**src/rtl/ncv_pkg.sv**
```systemverilog
// ----------------------------------------------------------------------------
// NMEA checksum verify package
// Character constants, the per-sentence state type and the character
// classification helpers.
// ----------------------------------------------------------------------------
package ncv_pkg;

	localparam int MAX_SENTENCE_DEF = 149;

	localparam logic [7:0] CH_LF    = 8'h0A;
	localparam logic [7:0] CH_CR    = 8'h0D;
	localparam logic [7:0] CH_SPACE = 8'h20;
	localparam logic [7:0] CH_NUL   = 8'h00;

	localparam int MIN_LEN = 4;

	// Running state of one sentence; tail[0] is the newest byte.
	typedef struct packed {
		logic [7:0]       running_xor;
		logic [3:0][7:0]  tail;
		logic [7:0]       count;
		logic             bad;
	} sent_state_t;

	// Hex digit decode: bit 4 marks a valid hex character.
	typedef struct packed {
		logic       ok;
		logic [3:0] val;
	} hex_t;

	function automatic logic is_alnum(input logic [7:0] c);
		logic r;
		r = ((c >= 8'h30) && (c <= 8'h39)) ||
		    ((c >= 8'h41) && (c <= 8'h5A)) ||
		    ((c >= 8'h61) && (c <= 8'h7A));
		return r;
	endfunction

	function automatic hex_t hex_decode(input logic [7:0] c);
		hex_t r;
		r = '0;
		if ((c >= 8'h30) && (c <= 8'h39)) begin
			r.ok  = 1'b1;
			r.val = 4'(c - 8'h30);
		end else if ((c >= 8'h41) && (c <= 8'h46)) begin
			r.ok  = 1'b1;
			r.val = 4'(c - 8'h37);
		end else if ((c >= 8'h61) && (c <= 8'h66)) begin
			r.ok  = 1'b1;
			r.val = 4'(c - 8'h57);
		end
		return r;
	endfunction

endpackage

```
**src/rtl/ncv_eval.sv**
```systemverilog
// ----------------------------------------------------------------------------
// NMEA checksum verify: final-byte evaluation
// Combines the stored sentence state with the final byte and produces the
// checksum and the pass/fail verdict.
// ----------------------------------------------------------------------------
module ncv_eval #(
	parameter int MAX_SENTENCE = ncv_pkg::MAX_SENTENCE_DEF
) (
	input  ncv_pkg::sent_state_t st,
	input  logic [7:0]           char_in,
	output logic                 valid_res,
	output logic [7:0]           computed_sum
);

	logic [8:0]    n;
	logic [8:0]    len;
	logic          strip;
	logic [7:0]    x;
	logic [7:0]    d1;
	logic [7:0]    d2;
	logic [7:0]    hex_value;
	logic          long_enough;
	ncv_pkg::hex_t h1;
	ncv_pkg::hex_t h2;

	assign strip = (char_in == ncv_pkg::CH_LF) || (char_in == ncv_pkg::CH_CR) ||
	               (char_in == ncv_pkg::CH_SPACE);
	assign n     = {1'b0, st.count} + 9'd1;
	assign len   = strip ? (n - 9'd1) : n;
	assign x     = (st.count != 8'd0) ? (st.running_xor ^ char_in) : st.running_xor;
	assign long_enough = (len >= 9'(ncv_pkg::MIN_LEN));

	assign d1 = strip ? st.tail[1] : st.tail[0];
	assign d2 = strip ? st.tail[0] : char_in;
	assign h1 = ncv_pkg::hex_decode(d1);
	assign h2 = ncv_pkg::hex_decode(d2);

	// Hex decoding stops at the first character that is not a hex digit.
	always_comb begin
		hex_value = 8'd0;
		if (h1.ok) begin
			hex_value = h2.ok ? {h1.val, h2.val} : {4'd0, h1.val};
		end
	end

	always_comb begin
		computed_sum = 8'd0;
		if (long_enough) begin
			computed_sum = strip ? (x ^ st.tail[2] ^ st.tail[1] ^ st.tail[0] ^ char_in)
			                     : (x ^ st.tail[1] ^ st.tail[0] ^ char_in);
		end
	end

	assign valid_res = !st.bad && (char_in != ncv_pkg::CH_NUL) && long_enough &&
	                   (len <= 9'(MAX_SENTENCE)) &&
	                   ncv_pkg::is_alnum(d1) && ncv_pkg::is_alnum(d2) &&
	                   (hex_value == computed_sum);

endmodule

```
**src/rtl/nmea_checksum_verify.sv**
```systemverilog
// ----------------------------------------------------------------------------
// NMEA checksum verify
// Streams one sentence byte by byte and reports whether its trailing hex
// checksum matches the XOR of the covered characters.
// ----------------------------------------------------------------------------
// Usage:
// The slave channel takes one sentence byte per transfer in s_tdata, with
// s_tlast high on the final byte. A single trailing newline, carriage
// return or space on that final byte is dropped before checking.
// For every final byte one result transfer leaves on the master channel:
// m_tdata[0] is the verdict, m_tdata[8:1] the XOR of the covered bytes.
// A byte is held in an input register and combined with the running
// sentence state there, so a result is loaded into the output register
// when its final byte leaves the input register.
// One byte is taken every cycle unless a final byte waits in the input
// register; the running XOR and tail shift update as each byte leaves it.
// When the receiver stalls, the result stays in the output register; bytes
// that are not final keep flowing, and a final byte waits in the input
// register until the output register frees up.
// Reset (arst_n low) clears the sentence state and the valid flags of the
// input and output registers at once.
// ----------------------------------------------------------------------------
module nmea_checksum_verify #(
	parameter int MAX_SENTENCE = ncv_pkg::MAX_SENTENCE_DEF
) (
	input  logic        clk,
	input  logic        arst_n,
	input  logic        s_tvalid,
	output logic        s_tready,
	input  logic [7:0]  s_tdata,   // [7:0] char_in
	input  logic        s_tlast,   // last
	output logic        m_tvalid,
	input  logic        m_tready,
	output logic [15:0] m_tdata    // [0] valid_res, [8:1] computed_sum, [15:9] zero
);

	logic                 valid_s1;
	logic [7:0]           char_s1;
	logic                 last_s1;
	ncv_pkg::sent_state_t st_q;
	logic                 out_valid_q;
	logic                 res_valid_q;
	logic [7:0]           res_sum_q;
	logic                 out_free;
	logic                 s1_go;
	logic                 eval_valid;
	logic [7:0]           eval_sum;

	assign out_free = !out_valid_q || m_tready;
	// Bytes that produce no result never wait on the output side.
	assign s1_go    = valid_s1 && (!last_s1 || out_free);
	assign s_tready = !valid_s1 || s1_go;

	always_ff @(posedge clk or negedge arst_n) begin
		if (!arst_n) begin
			valid_s1 <= 1'b0;
		end else if (s_tready) begin
			valid_s1 <= s_tvalid;
		end
	end

	always_ff @(posedge clk) begin
		if (s_tready && s_tvalid) begin
			char_s1 <= s_tdata;
			last_s1 <= s_tlast;
		end
	end

	always_ff @(posedge clk or negedge arst_n) begin
		if (!arst_n) begin
			st_q <= '0;
		end else if (s1_go) begin
			if (last_s1) begin
				st_q <= '0;
			end else begin
				if (st_q.count != 8'd0) begin
					st_q.running_xor <= st_q.running_xor ^ char_s1;
				end
				st_q.tail <= {st_q.tail[2:0], char_s1};
				if (st_q.count != 8'hFF) begin
					st_q.count <= st_q.count + 8'd1;
				end
				if ((char_s1 == ncv_pkg::CH_NUL) || (st_q.count == 8'hFF)) begin
					st_q.bad <= 1'b1;
				end
			end
		end
	end

	ncv_eval #(
		.MAX_SENTENCE(MAX_SENTENCE)
	) u_eval (
		.st          (st_q),
		.char_in     (char_s1),
		.valid_res   (eval_valid),
		.computed_sum(eval_sum)
	);

	always_ff @(posedge clk or negedge arst_n) begin
		if (!arst_n) begin
			out_valid_q <= 1'b0;
		end else if (out_free) begin
			out_valid_q <= s1_go && last_s1;
		end
	end

	always_ff @(posedge clk) begin
		if (out_free && s1_go && last_s1) begin
			res_valid_q <= eval_valid;
			res_sum_q   <= eval_sum;
		end
	end

	assign m_tvalid = out_valid_q;
	assign m_tdata  = {7'd0, res_sum_q, res_valid_q};

	// A final byte clears the sentence state on the next cycle.
	assert property (@(posedge clk) disable iff (!arst_n)
		(s1_go && last_s1) |=> (st_q.count == 8'd0 && !st_q.bad))
		else $error("sentence state not cleared after final byte");

	// A new result only appears after a final byte left the input register.
	assert property (@(posedge clk) disable iff (!arst_n)
		$rose(out_valid_q) |-> $past(s1_go && last_s1))
		else $error("result without a final byte");

	// A byte waiting in the input register is never overwritten.
	assert property (@(posedge clk) disable iff (!arst_n)
		(valid_s1 && !s1_go) |=> (valid_s1 && $stable(char_s1) && $stable(last_s1)))
		else $error("input register overwritten while waiting");

endmodule

```
**config.mk**
```make
export PLATFORM = sky130hd
export DESIGN_NAME = nmea_checksum_verify
export DESIGN_NICKNAME = d
export VERILOG_FILES = /design/src/rtl/ncv_pkg.sv /design/src/rtl/ncv_eval.sv /design/src/rtl/nmea_checksum_verify.sv
export SDC_FILE = /design/constraint.sdc
export NUM_CORES = 1
export LEC_CHECK = 0
export CAP_MARGIN = 10
export CELL_PAD_IN_SITES_DETAIL_PLACEMENT = 0
export CELL_PAD_IN_SITES_GLOBAL_PLACEMENT = 1
export CORE_AREA = 8 8 153 97
export CTS_CLUSTER_SIZE = 16
export DETAILED_ROUTE_END_ITERATION = 8
export DIE_AREA = 0 0 161 105
export DONT_BUFFER_PORTS = 1
export GPL_TIMING_DRIVEN = 1
export PLACE_DENSITY_LB_ADDON = 0.12
export REMOVE_ABC_BUFFERS = 1
export SETUP_SLACK_MARGIN = 0.1
export SLEW_MARGIN = 10
export SYNTH_ARGS = -nofsm -noshare
export SYNTH_HDL_FRONTEND = slang
export SYNTH_SLANG_ARGS = --single-unit
```
**constraint.sdc**
```tcl
create_clock -name clk -period 8.8 [get_ports clk]
set_input_delay 1.32 -clock clk [delete_from_list [all_inputs] [get_ports clk]]
set_output_delay 1.32 -clock clk [all_outputs]
set_load 0.03 [all_outputs]
```
==> results.sh <==
export IMPL_synth_top_area_share=0.219
export IMPL_routed_wl_mm=16.2
export IMPL_cp_arrival_ns=5.24
export IMPL_crit_chain="nor3_4 -> nand3_1 -> nand2_1 -> nand2_1 -> a21boi_0 -> ha_1 -> nor4b_1 -> nor3_1 -> nor4b_1 -> o211ai_1 -> o211a_1 -> or3_1 -> nor3_1 -> a221oi_1 -> nor4_2"
export IMPL_fin_tns_setup_ns=0
export IMPL_portBuffers=0
export IMPL_powerDensity_nw_per_um2=220
export IMPL_async_reset_ff_frac=0.705
export IMPL_synth_top_area_cell="dfrtp_1"
export IMPL_die_x_um=161
export IMPL_slew_violations=0
export IMPL_synth_seq_cells=61
export IMPL_final_util=0.418
export IMPL_ys_seq_area_frac=0.328
export IMPL_path_clk_slew_ns=0.07
export IMPL_pwr_share_comb=0.330
export IMPL_cp_start_kind="register"
export IMPL_dpl_hpwl_mm=11.7
export IMPL_remaining_drc_errors=0
export IMPL_synth_area_um2=4920
export IMPL_ioPinCount=31
export IMPL_wl_per_cell_um=21.8
export IMPL_worst_path_buf_inv=0
export IMPL_ir_worst_vdd_v=0.000123
export IMPL_dieArea_um2=16900
export IMPL_clkSinkCount=61
export IMPL_clock_tree_buffer_depth=2
export IMPL_status="finished clean"
export IMPL_core_area_um2=12600
export IMPL_track_usage=0.193
export IMPL_start_util=0.392
export IMPL_required_ns=8.88
export IMPL_synth_edf_count=18
export IMPL_pwr_share_seq=0.346
export IMPL_nFillCells=1306
export IMPL_pre_cts_slack_ns=3.77
export IMPL_cts_max_level=3
export IMPL_overflow=0
export IMPL_crit_type="reg2reg"
export IMPL_synth_top_cells_by_area="dfrtp_1, edfxtp_1, nand2_1, xnor2_1, o21ai_0"
export IMPL_place_congestion=0.871
export IMPL_layoutNonFillerInstCount=743
export IMPL_fp_dieH_um=105
export IMPL_syn_inst=598
export IMPL_vias=4460
export IMPL_clock_latency_ns=0.35
export IMPL_grt_pass1_vias=4356
export IMPL_dpl_cell_count=726
export IMPL_cap_violations=0
export IMPL_hold_viol_final=0
export IMPL_ys_types=85
export IMPL_max_freq_ghz=0.194
export IMPL_end_kind="register"
export IMPL_ys_top_cells_by_count="nand2_1, dfrtp_1, xnor2_1"
export IMPL_fin_crit_sh=0.587
export IMPL_cts_setup_buffers=0
export IMPL_grt_max_degree=44
export IMPL_grt_pass1_wl_mm=25.6
export IMPL_avgSynthCellArea_um2=8.23
export IMPL_drive_gt1_frac=0.0804
export IMPL_hold_buffers=0
export IMPL_maxSlewHeadroom=0.153
export IMPL_cts_made_buffers=9
export IMPL_worst_pin_slew_ns=1.26
export IMPL_ys_flop_type="dfrtp_1"
export IMPL_yosys_warnings=0
export IMPL_path_max_fanout=24
export IMPL_finalNetCount=589
export IMPL_via_per_inst=6.00
export IMPL_synthToLayoutAreaGrowth_pct=6.66
export IMPL_swShare=0.394
export IMPL_setup_ws_ns=3.64
export IMPL_p_clk_frac=0.324
export IMPL_max_stage_delay_ns=0.90
export IMPL_first_iter_violations=415
export IMPL_slowest_stage="nand2_1"
export IMPL_hold_class="reg2reg"
export IMPL_power_switching_mw=0.455
export IMPL_internal_power_mw=0.699
export IMPL_finalCriticalPeriod_ns=5.16
export IMPL_critPathTopFamily="simple AND/OR/NAND/NOR gates"
export IMPL_setup_violations=0
export IMPL_dr_pass1_iters=5
export IMPL_rsz0062_at_grt="no"
export IMPL_p_leak_nw=2.02
export IMPL_antenna_found_initial=1
export IMPL_clock_skew_ns=0.0123
export IMPL_rows=32
export IMPL_cts_tree="done"
export IMPL_cts_resized=0
export IMPL_ant_nets=0
export IMPL_root_buffer="clkbuf_16"
export IMPL_synth_most_common_cell="nand2_1"
==> worst min-delay path: cells and delay by family, from the launching register on <==
family,cells,cell delay [ns]
flops,1,0.34
simple gates,2,0.10
==> cells by family after synthesis <==
kind of cell               share of synthesized area
DFF                                            0.328
muxes                                        0.00610
xor gates and xnor gates                      0.0836
adders and majority gates                     0.0229
and+or+nand+nor                                0.258
other                                       0.000762
buffers and inverters                         0.0701
AOI/OAI and AO/OA                              0.230
==> flip-flops by register name, summed over array words and instances, names as in the netlist <==
signal,count
st_q,41
valid_s1,1
char_s1,8
res_valid_q,1
m_tvalid,1
res_sum_q,8
last_s1,1
==> worst paths after layout <==
| path | start | to | slack [ns] | depth (start not counted) |
|---|---|---|---|---|
| worst max-delay path | char_s1[6]$_DFFE_PP_ | res_valid_q$_DFFE_PP_ | 3.64 | 15 |
| worst min-delay path | st_q[31]$_DFFE_PN0P_ | st_q[31]$_DFFE_PN0P_ | 0.47 | 2 |
| worst max register to register | char_s1[6]$_DFFE_PP_ | res_valid_q$_DFFE_PP_ | 3.64 | 15 |
| worst min register to register | st_q[31]$_DFFE_PN0P_ | st_q[31]$_DFFE_PN0P_ | 0.47 | 2 |
| max in group asynchronous | arst_n | st_q[8]$_DFFE_PN0P_ | 8.02 | 0 |
| min in group asynchronous | arst_n | st_q[44]$_DFFE_PN0P_ | 0.66 | 0 |
==> per-layer routing <==
layer,vias up,track usage,share of wire
li1,2089,-,-
met1,2194,0.288,0.52
met2,155,0.262,0.38
met3,22,0.0564,0.077
met4,0,0.0507,0.016
met5,-,0,0
==> layout by cell type, fill, tap and decap left out, drive strengths merged, types with 9 or more instances in the layout <==
cell    netlist  layout
edfxtp       18      18
clkbuf       36       9
nand3        21      21
nor3         25      25
o31ai        17      17
nor2         37      37
inv          25      28
nand2        94      94
o21ai        36      36
a21oi        34      34
ha            9       9
xor2         10      10
dfrtp        43      43
xnor2        37      37
==> area by class of cell <==
class	instances	area, µm²	area share
multi-input cells	465	2980	0.568
repair buffers	4	30.0	0.00572
clock inverters	7	82.6	0.0157
flip-flops and latches	61	1620	0.308
clock buffers	9	225	0.0429
inverters	26	97.6	0.0186
diodes	1	2.50	0.000477
well taps	170	213	0.0405
==> through the flow <==
| step | power [mW] | area (µm²) | hold slack, ns |
|---|---|---|---|
| CTS | 1.15 | 5250 | 0.471 |
| finish | 1.15 | 5250 | 0.468 |
| floorplan | 0.660 | 4700 | 0.439 |
| global placement | 0.779 | 4940 | 0.451 |
| detailed placement | 0.776 | 4940 | 0.457 |
| global route | 1.22 | 5250 | 0.489 |
==> power groups by stage <==
stage / clock network (mW) / registers [mW] / logic (mW)
2_1_floorplan: 0 / 0.381 / 0.279
3_3_place_gp: 0 / 0.402 / 0.377
3_5_place_dp: 0 / 0.402 / 0.374
4_1_cts: 0.382 / 0.396 / 0.376
5_1_grt: 0.393 / 0.404 / 0.422
6_report: 0.374 / 0.399 / 0.381
Note: power is estimated with default switching activity, not from simulation.
